## config.mk

```make
export PLATFORM = sky130hd
export DESIGN_NAME = protobuf_input_message_decoder_flat
export DESIGN_NICKNAME = d
export VERILOG_FILES = /design/src/rtl/pimd_pkg.sv /design/src/rtl/pimd_in_if.sv /design/src/rtl/pimd_out_if.sv /design/src/rtl/pimd_front.sv /design/src/rtl/pimd_queue.sv /design/src/rtl/pimd_back.sv /design/src/rtl/protobuf_input_message_decoder.sv /design/src/flat_wrapper.sv
export SDC_FILE = /design/constraint.sdc
export NUM_CORES = 1
export LEC_CHECK = 0
export BUFFER_PORTS_ARGS = -buffer_cell sky130_fd_sc_hd__buf_4
export CORE_ASPECT_RATIO = 1.25
export CORE_MARGIN = 5
export CORE_UTILIZATION = 35
export CTS_CLUSTER_DIAMETER = 40
export DETAILED_ROUTE_END_ITERATION = 6
export PLACE_DENSITY = 0.53
export SLEW_MARGIN = 40
export SYNTH_ARGS = -nofsm -noshare
export SYNTH_HDL_FRONTEND = slang
export SYNTH_HIERARCHICAL = 1
export SYNTH_SLANG_ARGS = --single-unit
export TNS_END_PERCENT = 100
```

## constraint.sdc

```tcl
create_clock -name clk -period 20 [get_ports clk]
set_clock_uncertainty 0.05 [all_clocks]
set_input_delay 4 -clock clk [delete_from_list [all_inputs] [get_ports clk]]
set_output_delay 4 -clock clk [all_outputs]
set_load 0.05 [all_outputs]
```

## src/rtl/pimd_pkg.sv

```systemverilog
package pimd_pkg;

    // Parser phase
    typedef enum logic [1:0] {
        PH_TAG,
        PH_VALUE,
        PH_LENGTH,
        PH_SKIP
    } phase_t;

    // Wire types that the parser acts on
    localparam logic [2:0] WT_VARINT  = 3'd0;
    localparam logic [2:0] WT_FIXED64 = 3'd1;
    localparam logic [2:0] WT_LEN     = 3'd2;
    localparam logic [2:0] WT_FIXED32 = 3'd5;

    // Byte counts skipped for fixed-size wire types
    localparam int SKIP_FIXED64 = 8;
    localparam int SKIP_FIXED32 = 4;

    // Field numbers of the held record
    localparam logic [31:0] FLD_MOUSE_X  = 32'd1;
    localparam logic [31:0] FLD_MOUSE_Y  = 32'd2;
    localparam logic [31:0] FLD_WHEEL    = 32'd3;
    localparam logic [31:0] FLD_LEFT     = 32'd4;
    localparam logic [31:0] FLD_RIGHT    = 32'd5;
    localparam logic [31:0] FLD_KEYS     = 32'd6;
    localparam logic [31:0] FLD_MIDDLE   = 32'd7;

    // Varint geometry
    localparam int VARINT_BITS   = 64;
    localparam int VARINT_DIGIT  = 7;
    localparam int BITPOS_W      = 7;

    // Classified payload byte, as queued between front and back
    typedef struct packed {
        logic [6:0] bits;   // varint data bits
        logic       cont;   // continuation flag
        logic       last;   // final byte of the payload
    } item_t;

endpackage

```

## src/rtl/pimd_in_if.sv

```systemverilog
interface pimd_in_if;
    logic       valid;
    logic       ready;
    logic [7:0] payload_byte;
    logic       last_byte;

    modport source (output valid, output payload_byte, output last_byte, input ready);
    modport sink   (input valid, input payload_byte, input last_byte, output ready);
endinterface

```

## src/rtl/pimd_out_if.sv

```systemverilog
interface pimd_out_if;
    logic               valid;
    logic               ready;
    logic signed [31:0] mouse_x;
    logic signed [31:0] mouse_y;
    logic signed [31:0] mouse_wheel;
    logic [7:0]         left_button;
    logic [7:0]         right_button;
    logic [31:0]        key_bits;
    logic [7:0]         middle_button;
    logic               cut_short;

    modport source (
        output valid, output mouse_x, output mouse_y, output mouse_wheel,
        output left_button, output right_button, output key_bits,
        output middle_button, output cut_short, input ready
    );
    modport sink (
        input valid, input mouse_x, input mouse_y, input mouse_wheel,
        input left_button, input right_button, input key_bits,
        input middle_button, input cut_short, output ready
    );
endinterface

```

## src/rtl/pimd_front.sv

```systemverilog
module pimd_front (
    input  logic               clk,
    input  logic               rst_n,
    pimd_in_if.sink            payload,
    output logic               item_valid,
    output pimd_pkg::item_t    item,
    input  logic               item_ready
);

    logic            valid_reg;
    logic            valid_next;
    pimd_pkg::item_t item_reg;
    logic            take;

    // Stage accepts whenever it is empty or drains this cycle
    assign payload.ready = !valid_reg || item_ready;
    assign take          = payload.valid && payload.ready;

    always_comb
    begin
        valid_next = valid_reg;
        if (take)
        begin
            valid_next = 1'b1;
        end
        else if (item_ready)
        begin
            valid_next = 1'b0;
        end
    end

    always_ff @(posedge clk or negedge rst_n)
    begin
        if (!rst_n)
        begin
            valid_reg <= 1'b0;
        end
        else
        begin
            valid_reg <= valid_next;
        end
    end

    // Split the byte into data bits and continuation flag
    always_ff @(posedge clk)
    begin
        if (take)
        begin
            item_reg.bits <= payload.payload_byte[6:0];
            item_reg.cont <= payload.payload_byte[7];
            item_reg.last <= payload.last_byte;
        end
    end

    assign item_valid = valid_reg;
    assign item       = item_reg;

endmodule

```

## src/rtl/pimd_queue.sv

```systemverilog
module pimd_queue (
    input  logic               clk,
    input  logic               rst_n,
    input  logic               wr_valid,
    input  pimd_pkg::item_t    wr_item,
    output logic               wr_ready,
    output logic               rd_valid,
    output pimd_pkg::item_t    rd_item,
    input  logic               rd_ready
);

    // Two-entry queue
    pimd_pkg::item_t mem [2];
    logic            wr_ptr_reg;
    logic            rd_ptr_reg;
    logic [1:0]      count_reg;
    logic [1:0]      count_next;
    logic            push;
    logic            pop;

    assign wr_ready = (count_reg != 2'd2);
    assign rd_valid = (count_reg != 2'd0);
    assign push     = wr_valid && wr_ready;
    assign pop      = rd_valid && rd_ready;
    assign rd_item  = mem[rd_ptr_reg];

    always_comb
    begin
        count_next = count_reg;
        if (push && !pop)
        begin
            count_next = count_reg + 2'd1;
        end
        else if (pop && !push)
        begin
            count_next = count_reg - 2'd1;
        end
    end

    always_ff @(posedge clk or negedge rst_n)
    begin
        if (!rst_n)
        begin
            wr_ptr_reg <= 1'b0;
            rd_ptr_reg <= 1'b0;
            count_reg  <= 2'd0;
        end
        else
        begin
            count_reg <= count_next;
            if (push)
            begin
                wr_ptr_reg <= !wr_ptr_reg;
            end
            if (pop)
            begin
                rd_ptr_reg <= !rd_ptr_reg;
            end
        end
    end

    always_ff @(posedge clk)
    begin
        if (push)
        begin
            mem[wr_ptr_reg] <= wr_item;
        end
    end

endmodule

```

## src/rtl/pimd_back.sv

```systemverilog
module pimd_back #(
    parameter int SKIP_LENGTH_BITS = 16
) (
    input  logic               clk,
    input  logic               rst_n,
    input  logic               item_valid,
    input  pimd_pkg::item_t    item,
    output logic               item_ready,
    pimd_out_if.source         record
);

    localparam int AW = pimd_pkg::VARINT_BITS;
    localparam int BW = pimd_pkg::BITPOS_W;
    localparam int SW = SKIP_LENGTH_BITS;

    pimd_pkg::phase_t phase_reg, phase_next;
    logic [AW-1:0]    acc_reg, acc_next;
    logic [BW-1:0]    bitpos_reg, bitpos_next;
    logic [31:0]      field_reg, field_next;
    logic [SW-1:0]    skip_reg, skip_next;

    logic [31:0]      mouse_x_reg, mouse_x_next;
    logic [31:0]      mouse_y_reg, mouse_y_next;
    logic [31:0]      wheel_reg, wheel_next;
    logic [7:0]       left_reg, left_next;
    logic [7:0]       right_reg, right_next;
    logic [7:0]       middle_reg, middle_next;
    logic [31:0]      keys_reg, keys_next;

    logic             out_valid_reg;
    logic             take;
    logic             in_range;
    logic [AW-1:0]    acc_upd;
    logic [BW-1:0]    bitpos_upd;
    logic [SW-1:0]    skip_dec;
    logic             cut;

    // A last byte needs a free output register; others always go through
    assign item_ready = !item.last || !out_valid_reg || record.ready;
    assign take       = item_valid && item_ready;

    // Varint digit merge; digits past bit 63 are dropped
    assign in_range   = !bitpos_reg[BW-1];
    assign acc_upd    = in_range
                        ? (acc_reg | (AW'(item.bits) << bitpos_reg[BW-2:0]))
                        : acc_reg;
    assign bitpos_upd = in_range ? (bitpos_reg + BW'(pimd_pkg::VARINT_DIGIT)) : bitpos_reg;
    assign skip_dec   = (skip_reg != '0) ? (skip_reg - SW'(1)) : skip_reg;

    // Parser next state
    always_comb
    begin
        phase_next   = phase_reg;
        acc_next     = acc_reg;
        bitpos_next  = bitpos_reg;
        field_next   = field_reg;
        skip_next    = skip_reg;
        mouse_x_next = mouse_x_reg;
        mouse_y_next = mouse_y_reg;
        wheel_next   = wheel_reg;
        left_next    = left_reg;
        right_next   = right_reg;
        middle_next  = middle_reg;
        keys_next    = keys_reg;
        cut          = 1'b0;

        if (phase_reg == pimd_pkg::PH_SKIP)
        begin
            skip_next = skip_dec;
            if (skip_dec == '0)
            begin
                phase_next = pimd_pkg::PH_TAG;
            end
        end
        else if (item.cont)
        begin
            acc_next    = acc_upd;
            bitpos_next = bitpos_upd;
        end
        else
        begin
            acc_next    = '0;
            bitpos_next = '0;
            case (phase_reg)
                pimd_pkg::PH_TAG:
                begin
                    field_next = acc_upd[34:3];
                    case (acc_upd[2:0])
                        pimd_pkg::WT_VARINT:  phase_next = pimd_pkg::PH_VALUE;
                        pimd_pkg::WT_FIXED64:
                        begin
                            skip_next  = SW'(pimd_pkg::SKIP_FIXED64);
                            phase_next = pimd_pkg::PH_SKIP;
                        end
                        pimd_pkg::WT_FIXED32:
                        begin
                            skip_next  = SW'(pimd_pkg::SKIP_FIXED32);
                            phase_next = pimd_pkg::PH_SKIP;
                        end
                        pimd_pkg::WT_LEN:     phase_next = pimd_pkg::PH_LENGTH;
                        default:              phase_next = pimd_pkg::PH_TAG;
                    endcase
                end
                pimd_pkg::PH_VALUE:
                begin
                    case (field_reg)
                        pimd_pkg::FLD_MOUSE_X: mouse_x_next = acc_upd[31:0];
                        pimd_pkg::FLD_MOUSE_Y: mouse_y_next = acc_upd[31:0];
                        pimd_pkg::FLD_WHEEL:   wheel_next   = acc_upd[31:0];
                        pimd_pkg::FLD_LEFT:    left_next    = acc_upd[7:0];
                        pimd_pkg::FLD_RIGHT:   right_next   = acc_upd[7:0];
                        pimd_pkg::FLD_KEYS:    keys_next    = acc_upd[31:0];
                        pimd_pkg::FLD_MIDDLE:  middle_next  = acc_upd[7:0];
                        default:               ;
                    endcase
                    phase_next = pimd_pkg::PH_TAG;
                end
                default:
                begin
                    // length varint
                    skip_next  = acc_upd[SW-1:0];
                    phase_next = (acc_upd[SW-1:0] == '0) ? pimd_pkg::PH_TAG
                                                         : pimd_pkg::PH_SKIP;
                end
            endcase
        end

        // End of payload: flag an open field and drop partial state
        if (item.last)
        begin
            cut         = (phase_next != pimd_pkg::PH_TAG) || (bitpos_next != '0);
            phase_next  = pimd_pkg::PH_TAG;
            acc_next    = '0;
            bitpos_next = '0;
            skip_next   = '0;
        end
    end

    always_ff @(posedge clk or negedge rst_n)
    begin
        if (!rst_n)
        begin
            phase_reg     <= pimd_pkg::PH_TAG;
            acc_reg       <= '0;
            bitpos_reg    <= '0;
            field_reg     <= '0;
            skip_reg      <= '0;
            mouse_x_reg   <= '0;
            mouse_y_reg   <= '0;
            wheel_reg     <= '0;
            left_reg      <= '0;
            right_reg     <= '0;
            middle_reg    <= '0;
            keys_reg      <= '0;
            out_valid_reg <= 1'b0;
        end
        else
        begin
            if (take)
            begin
                phase_reg   <= phase_next;
                acc_reg     <= acc_next;
                bitpos_reg  <= bitpos_next;
                field_reg   <= field_next;
                skip_reg    <= skip_next;
                mouse_x_reg <= mouse_x_next;
                mouse_y_reg <= mouse_y_next;
                wheel_reg   <= wheel_next;
                left_reg    <= left_next;
                right_reg   <= right_next;
                middle_reg  <= middle_next;
                keys_reg    <= keys_next;
            end
            if (take && item.last)
            begin
                out_valid_reg <= 1'b1;
            end
            else if (record.ready)
            begin
                out_valid_reg <= 1'b0;
            end
        end
    end

    // Output record register
    always_ff @(posedge clk)
    begin
        if (take && item.last)
        begin
            record.mouse_x       <= mouse_x_next;
            record.mouse_y       <= mouse_y_next;
            record.mouse_wheel   <= wheel_next;
            record.left_button   <= left_next;
            record.right_button  <= right_next;
            record.key_bits      <= keys_next;
            record.middle_button <= middle_next;
            record.cut_short     <= cut;
        end
    end

    assign record.valid = out_valid_reg;

endmodule

```

## src/rtl/protobuf_input_message_decoder.sv

```systemverilog
// Path: a final payload byte's record passes the input stage, the 2-entry queue
// and the parser with its output register before it shows.
// Throughput: 1 byte per cycle; the parser consumes one queued byte each cycle,
// and only a final byte waits for the output register to be free.
// Reset: rst_n asynchronous, active low; parser returns to tag phase, held fields clear.
module protobuf_input_message_decoder #(
    parameter int SKIP_LENGTH_BITS = 16
) (
    input  logic        clk,
    input  logic        rst_n,
    pimd_in_if.sink     payload,
    pimd_out_if.source  record
);

    logic            f_valid;
    pimd_pkg::item_t f_item;
    logic            f_ready;
    logic            q_valid;
    pimd_pkg::item_t q_item;
    logic            q_ready;

    pimd_front u_front (
        .clk        (clk),
        .rst_n      (rst_n),
        .payload    (payload),
        .item_valid (f_valid),
        .item       (f_item),
        .item_ready (f_ready)
    );

    pimd_queue u_queue (
        .clk      (clk),
        .rst_n    (rst_n),
        .wr_valid (f_valid),
        .wr_item  (f_item),
        .wr_ready (f_ready),
        .rd_valid (q_valid),
        .rd_item  (q_item),
        .rd_ready (q_ready)
    );

    pimd_back #(
        .SKIP_LENGTH_BITS (SKIP_LENGTH_BITS)
    ) u_back (
        .clk        (clk),
        .rst_n      (rst_n),
        .item_valid (q_valid),
        .item       (q_item),
        .item_ready (q_ready),
        .record     (record)
    );

endmodule

```

## src/flat_wrapper.sv

```systemverilog
// flat-port wrapper written by rule: the top's interface ports become plain ports
module protobuf_input_message_decoder_flat 
#(
    parameter int SKIP_LENGTH_BITS = 16
)
  (clk, rst_n, payload_valid, payload_payload_byte, payload_last_byte, payload_ready, record_valid, record_mouse_x, record_mouse_y, record_mouse_wheel, record_left_button, record_right_button, record_key_bits, record_middle_button, record_cut_short, record_ready);
  pimd_in_if payload_i ();
  pimd_out_if record_i ();
  input  logic clk;
  input  logic rst_n;
  input wire logic [$bits(payload_i.valid)-1:0] payload_valid;
  input wire logic [$bits(payload_i.payload_byte)-1:0] payload_payload_byte;
  input wire logic [$bits(payload_i.last_byte)-1:0] payload_last_byte;
  output wire logic [$bits(payload_i.ready)-1:0] payload_ready;
  output wire logic [$bits(record_i.valid)-1:0] record_valid;
  output wire logic [$bits(record_i.mouse_x)-1:0] record_mouse_x;
  output wire logic [$bits(record_i.mouse_y)-1:0] record_mouse_y;
  output wire logic [$bits(record_i.mouse_wheel)-1:0] record_mouse_wheel;
  output wire logic [$bits(record_i.left_button)-1:0] record_left_button;
  output wire logic [$bits(record_i.right_button)-1:0] record_right_button;
  output wire logic [$bits(record_i.key_bits)-1:0] record_key_bits;
  output wire logic [$bits(record_i.middle_button)-1:0] record_middle_button;
  output wire logic [$bits(record_i.cut_short)-1:0] record_cut_short;
  input wire logic [$bits(record_i.ready)-1:0] record_ready;
  assign payload_i.valid = payload_valid;
  assign payload_i.payload_byte = payload_payload_byte;
  assign payload_i.last_byte = payload_last_byte;
  assign payload_ready = payload_i.ready;
  assign record_valid = record_i.valid;
  assign record_mouse_x = record_i.mouse_x;
  assign record_mouse_y = record_i.mouse_y;
  assign record_mouse_wheel = record_i.mouse_wheel;
  assign record_left_button = record_i.left_button;
  assign record_right_button = record_i.right_button;
  assign record_key_bits = record_i.key_bits;
  assign record_middle_button = record_i.middle_button;
  assign record_cut_short = record_i.cut_short;
  assign record_i.ready = record_ready;
  protobuf_input_message_decoder #(.SKIP_LENGTH_BITS(SKIP_LENGTH_BITS)) u_core (.clk(clk), .rst_n(rst_n), .payload(payload_i), .record(record_i));
endmodule
```

==> results.cfg, run 1 <==
[timing]
worst_pin_slew_ns = 0.850
fmax_mhz = 177
slew_headroom = 0.431
period_needed_ns = 5.65
finalSetupTns_ns = 0
setup_slack_ns = 14.35
slew_viol_final = 0
timing.final.crit_share = 0.282
rsz0062_at_grt = no
hold_viol = 0
setup_violations = 0

[cts]
cts_resized = 0
cts_setup_buffers = 0
cts_buffer_depth = 3
clkSinkCount = 430
clockRootBuffer = clkbuf_16
cts_tree = yes
insertion_delay_ns = 0.61
numCtsBuffers = 55
ctsHoldBuffers = 0
htree_levels = 2
cts.clk_slew.worst_paths_ns = 0.05

[drt]
finalWirelength_um = 47600
viasPerCell = 5.13
drt_iter0_markers = 863
drtPass1Iterations = 4
ant_nets = 0
via_count = 13400
wl_per_cell_um = 18.2
drc = 0

[finish]
finalInstanceArea_um2 = 22200
final_layout_size_suffix_gt1_frac = 0.184
fin_util = 0.431
layout_commonest_cell = nand2_1
mostFrequentLayoutCells = nand2_1, dfrtp_1, a21oi_1
num_antenna_cells = 0
largest_reg_flops = 35
syn2layout_area_growth_pct = 21.6
nets = 1919
layoutNonFillerInstCount = 2615

[worst_setup_path]
required_ns = 20.40
startpoint_type = input pin
rrSetupSlack_ns = 15.94
ff2ff_path_depth = 8
setup.worst_path.class = in2reg
arrival_ns = 6.05
path_max_fanout = 36
r2r-end = u_core/u_back/record.cut_short
end_kind = flip-flop
r2r-start = u_core/u_queue/rd_ptr_reg

[outcome]
outcome = complete, no violations

[die]
dieArea_um2 = 57000
dieWidth_um = 215
ios = 168
fp-row-count = 93
start_util = 0.354
core_um2 = 51700
die_h_um = 266

[synthesis]
synth_edf_count = 180
syn_area_um2 = 18300
syn_avg_cell_area_um2 = 10.4
synth_fa_ha_area_frac = 0.00205
yosys_register_bits = 430
yosys.area_share.simple = 0.146
synth-seq-area-share = 0.637
syn_nets = 1782
synth_ff_type = dfrtp_1
synth-compound-area-share = 0.163
muxShareOfSynthArea = 0.0169
synth_cell_types = 75
synth_top_family_by_area = compound AO/OA/AOI/OAI gates
yosys.area_share.xor_xnor = 0.00431
async_reset_ff_frac = 0.581
ys_warn_count = 6
syn_inst = 1766

[global_routing]
grt_max_degree = 91
grt_antenna_before_repair = 0
grt_pass1_vias = 12900
grt_pass1_wl_um = 74400
grt_usage = 0.162
grt_overflow = 0

[worst_hold_path]
hold_path_class = reg2reg
whs_path_depth = 0
holdPathEnd = u_core/u_queue/mem[1][8]
min-delay-start = u_core/u_front/item[8]

[placed_design]
portBuffers = 167
place_congestion = 0.823
post-place-ws_ns = 13.80
dp_hpwl_um = 31400
dp_cells = 2510
place_area_um2 = 20400

[power_and_ir_drop]
leakage_nw = 9.07
powerDensity_nw_per_um2 = 174
peakVddDrop_mv = 0.0716

[run]
maxCapViolCount = 0
cell families (layout without fill, tap and decap cells):
logic type	after synthesis	after routing
buf+inv	148	332
compound gates	536	536
xor+xnor	9	9
mux	26	26
flops	430	430
simple gates	614	614
fa+ha+maj	3	3
worst max-delay path by stage:
stage / from / endpoint / slack (ns) / depth (start not counted)
floorplan: record_ready / u_core/u_back/record.cut_short / 8.49 / 4
global placement: record_ready / u_core/u_back/wheel_reg[21] / 13.79 / 5
detailed placement: record_ready / u_core/u_back/acc_reg[19] / 13.80 / 9
CTS: u_core/u_queue/count_reg[0] / payload_ready / 14.38 / 3
global route: record_ready / u_core/u_back/acc_reg[19] / 14.25 / 9
finish: record_ready / u_core/u_back/acc_reg[19] / 14.35 / 9
cell type report:
cell class | count | area [µm²]
clock inverters | 33 | 319
clock buffers | 71 | 1530
multi-input cells | 1188 | 6170
well taps | 665 | 832
flip-flops and latches | 430 | 11700
repair buffers | 211 | 1670
fillers | 5008 | 29400
inverters | 17 | 63.8
routing by layer:
metal,GRT usage,vias up,share of wire
met5,0,-,0
met4,0.0460,0,0.023
met3,0.0315,70,0.048
met2,0.270,306,0.48
met1,0.218,6490,0.45
li1,-,6558,-
worst max-delay path, stage by stage:
cell and delay [ns]:
buf_4 0.11, or3_1 0.38, nand2_1 0.50, nor2_1 0.21, nand3_1 0.13, buf_4 0.37
nand2b_1 0.16, nand2_1 0.09, o21ai_0 0.08
metrics by stage:
stage	total power [mW]	hold slack, ns
finish	3.87	0.391
global placement	2.89	0.374
CTS	3.91	0.393
floorplan	2.40	0.371
global route	4.06	0.399
detailed placement	2.92	0.379
power breakdown:
part	switching (mW)	internal, mW	leakage [nW]	total, mW
Clock	0.397	0.577	0.903	0.974
Combinational	1.15	0.435	3.01	1.58
Sequential	0.135	1.18	5.16	1.32
Total	1.68	2.19	9.07	3.87
cells in the mapped netlist, types with 3 or more instances:
master     count  area (µm²)
a211oi_1       5        37.5
a21oi_1      237        1190
a21oi_2        3        26.3
a221oi_1       3        26.3
a22o_1         3        26.3
a2bb2oi_1      3        26.3
a31oi_1       14        87.6
and2_1         7        43.8
and3_1         5        31.3
buf_2          3        15.0
clkbuf_1     126         473
dfrtp_1      250        6260
edfxtp_1     180        5410
ha_1           3        37.5
inv_1         14        52.6
inv_2          3        11.3
mux2_2        12         135
mux2_4         3        45.0
mux2i_1        7        70.1
nand2_1      277        1040
nand2b_1       9        56.3
nand3_1       20         100
nand4_1       12        75.1
nor2_1       200         751
nor2b_1        5        31.3
nor3_1        23         115
nor3b_1        6        45.0
nor4_1        22         138
o211ai_1       6        45.0
o21a_1         3        22.5
o21ai_0      191         956
o21ai_1       12        60.1
o22ai_1        7        43.8
o31ai_1       22         165
or2_1          3        18.8
or3_1          5        31.3
xnor2_1        4        35.0
xor2_1         5        43.8
(Power assumes the default switching activity.)
==> inputs of run 2 (changes only) <==
==> constraint.sdc (replaced) <==
create_clock -name clk -period 5.9 [get_ports clk]
set_clock_uncertainty 0.05 [all_clocks]
set_input_delay 1.18 -clock clk [delete_from_list [all_inputs] [get_ports clk]]
set_output_delay 1.18 -clock clk [all_outputs]
set_load 0.05 [all_outputs]
==> results.cfg, run 2 (synthesis results as in run 1) <==
[worst_setup_path]
cp_slowest_stage_delay_ns = 0.60
cp-startpoint = u_core/u_queue/rd_ptr_reg
startpoint_type = flip-flop
end_kind = flip-flop
cpMaxStageDelayCell = mux4_2
path_cells = mux2_2 > mux2_4 > mux4_2 > a21oi_2 > nand4_1 > o41ai_2 > a31oi_1 > o31a_1
required_ns = 6.20
arrival_ns = 4.21
path_max_fanout = 13
r2r-start = u_core/u_queue/rd_ptr_reg
setup.worst_path.class = reg2reg

[global_routing]
grt_max_degree = 82
grt_antenna_before_repair = 0
grt_overflow = 0
grt_pass1_vias = 13300
grt_pass1_wl_um = 75700
grt_usage = 0.164

[cts]
cts_buffer_depth = 3
cts_tree = yes
clkSinkCount = 430
ctsHoldBuffers = 0
clockRootBuffer = clkbuf_16
cts_setup_buffers = 0
insertion_delay_ns = 0.61
cts.clk_slew.worst_paths_ns = 0.05
numCtsBuffers = 55
cts_resized = 0
htree_levels = 2

[drt]
wl_per_cell_um = 18.2
finalWirelength_um = 47500
drtPass1Iterations = 5
ant_nets = 0
viasPerCell = 5.17
drt_iter0_markers = 999
via_count = 13500
drc = 0

[power_and_ir_drop]
pwr-share-seq = 0.342
swShare = 0.432
leakage_nw = 9.09
p_sw_mw = 5.74
peakVddDrop_mv = 0.268
p_int_mw = 7.53
design_power_total_mw = 13.3
comb_power_share = 0.400
pwr-share-clk = 0.259
powerDensity_nw_per_um2 = 596

[die]
core_um2 = 51700
die_h_um = 266
start_util = 0.354
ios = 168
fp-row-count = 93
dieWidth_um = 215
dieArea_um2 = 57000

[timing]
rsz0062_at_grt = no
hold_viol = 0
holdWs_ns = 0.402
setup_violations = 0
slew_viol_final = 0
finalSetupTns_ns = 0
slew_headroom = 0.420
worst_pin_slew_ns = 0.870
fmax_mhz = 256
period_needed_ns = 3.91
timing.final.crit_share = 0.663

[worst_hold_path]
min-delay-start = u_core/u_front/item[5]
hold_path_class = reg2reg

[finish]
syn2layout_area_growth_pct = 21.8
fin_util = 0.431
num_antenna_cells = 0
nets = 1914
layout_commonest_cell = nand2_1
finalInstanceArea_um2 = 22300
largest_reg_flops = 35
final_layout_size_suffix_gt1_frac = 0.184
mostFrequentLayoutCells = nand2_1, dfrtp_1, a21oi_1

[placed_design]
portBuffers = 167
place_area_um2 = 20300
dp_hpwl_um = 31300
place_congestion = 0.856

[run]
maxCapViolCount = 0

[outcome]
outcome = complete, no violations
run 2: cell types whose count changed in the layout (fill, tap and decap cells not counted), moves of 2 or more:
cell       delta
clkbuf_1      -5
buf_4         -3
bufinv_16     +3
a21oi_2       +3
clkbuf_8      -3
a21oi_1       -3
clkinv_1      +5
inv_6         -3
clkinv_4      +2
run 2: metal layers:
metal	up-vias	global-route usage	routed length [µm]
li1	6551	-	-
met1	6509	0.218	21000
met2	341	0.277	23000
met3	84	0.0311	2330
met4	0	0.0462	1130
met5	-	0	0
run 2: worst paths after layout:
kind	endpoint	slack, ns	cells after the start
max in group asynchronous	u_core/u_back/acc_reg[20]	4.38	2
worst min-delay path	u_core/u_queue/mem[0][5]	0.40	0
worst max register to register	u_core/u_back/record.cut_short	1.99	8
min in group asynchronous	u_core/u_back/field_reg[23]	0.46	1
worst min register to register	u_core/u_queue/mem[0][5]	0.40	0
worst max-delay path	u_core/u_back/record.cut_short	1.99	8
run 2: area by class of cell:
type,count,area [µm²]
multi-input combinational,1188,6180
timing repair buffer,206,1620
inverter,17,63.8
clock buffer,64,1480
clock inverter,40,439
fill,4940,29400
sequential,430,11700
tap,665,832
run 2: power by group through the flow:
stage	sequential (mW)	clock, mW	combinational [mW]
final	4.53	3.43	5.31
after global routing	4.62	3.65	5.65
after CTS	4.55	3.53	5.33
after detailed placement	4.60	0	5.32
after global placement	4.60	0	5.23
after floorplan	5.93	0	2.12
run 2: per-stage QoR:
step	cells	setup slack, ns
after floorplan	1766	1.51
after global placement	2503	1.94
after detailed placement	2505	1.79
after CTS	2609	1.79
after global routing	2610	1.78
final	2610	1.99
run 2: critical path, delay by kind of cell, from the launching register on:
family	cells	cell delay [ns]
flops	1	0.56
compound gates	4	1.47
mux	3	1.34
simple gates	1	0.23
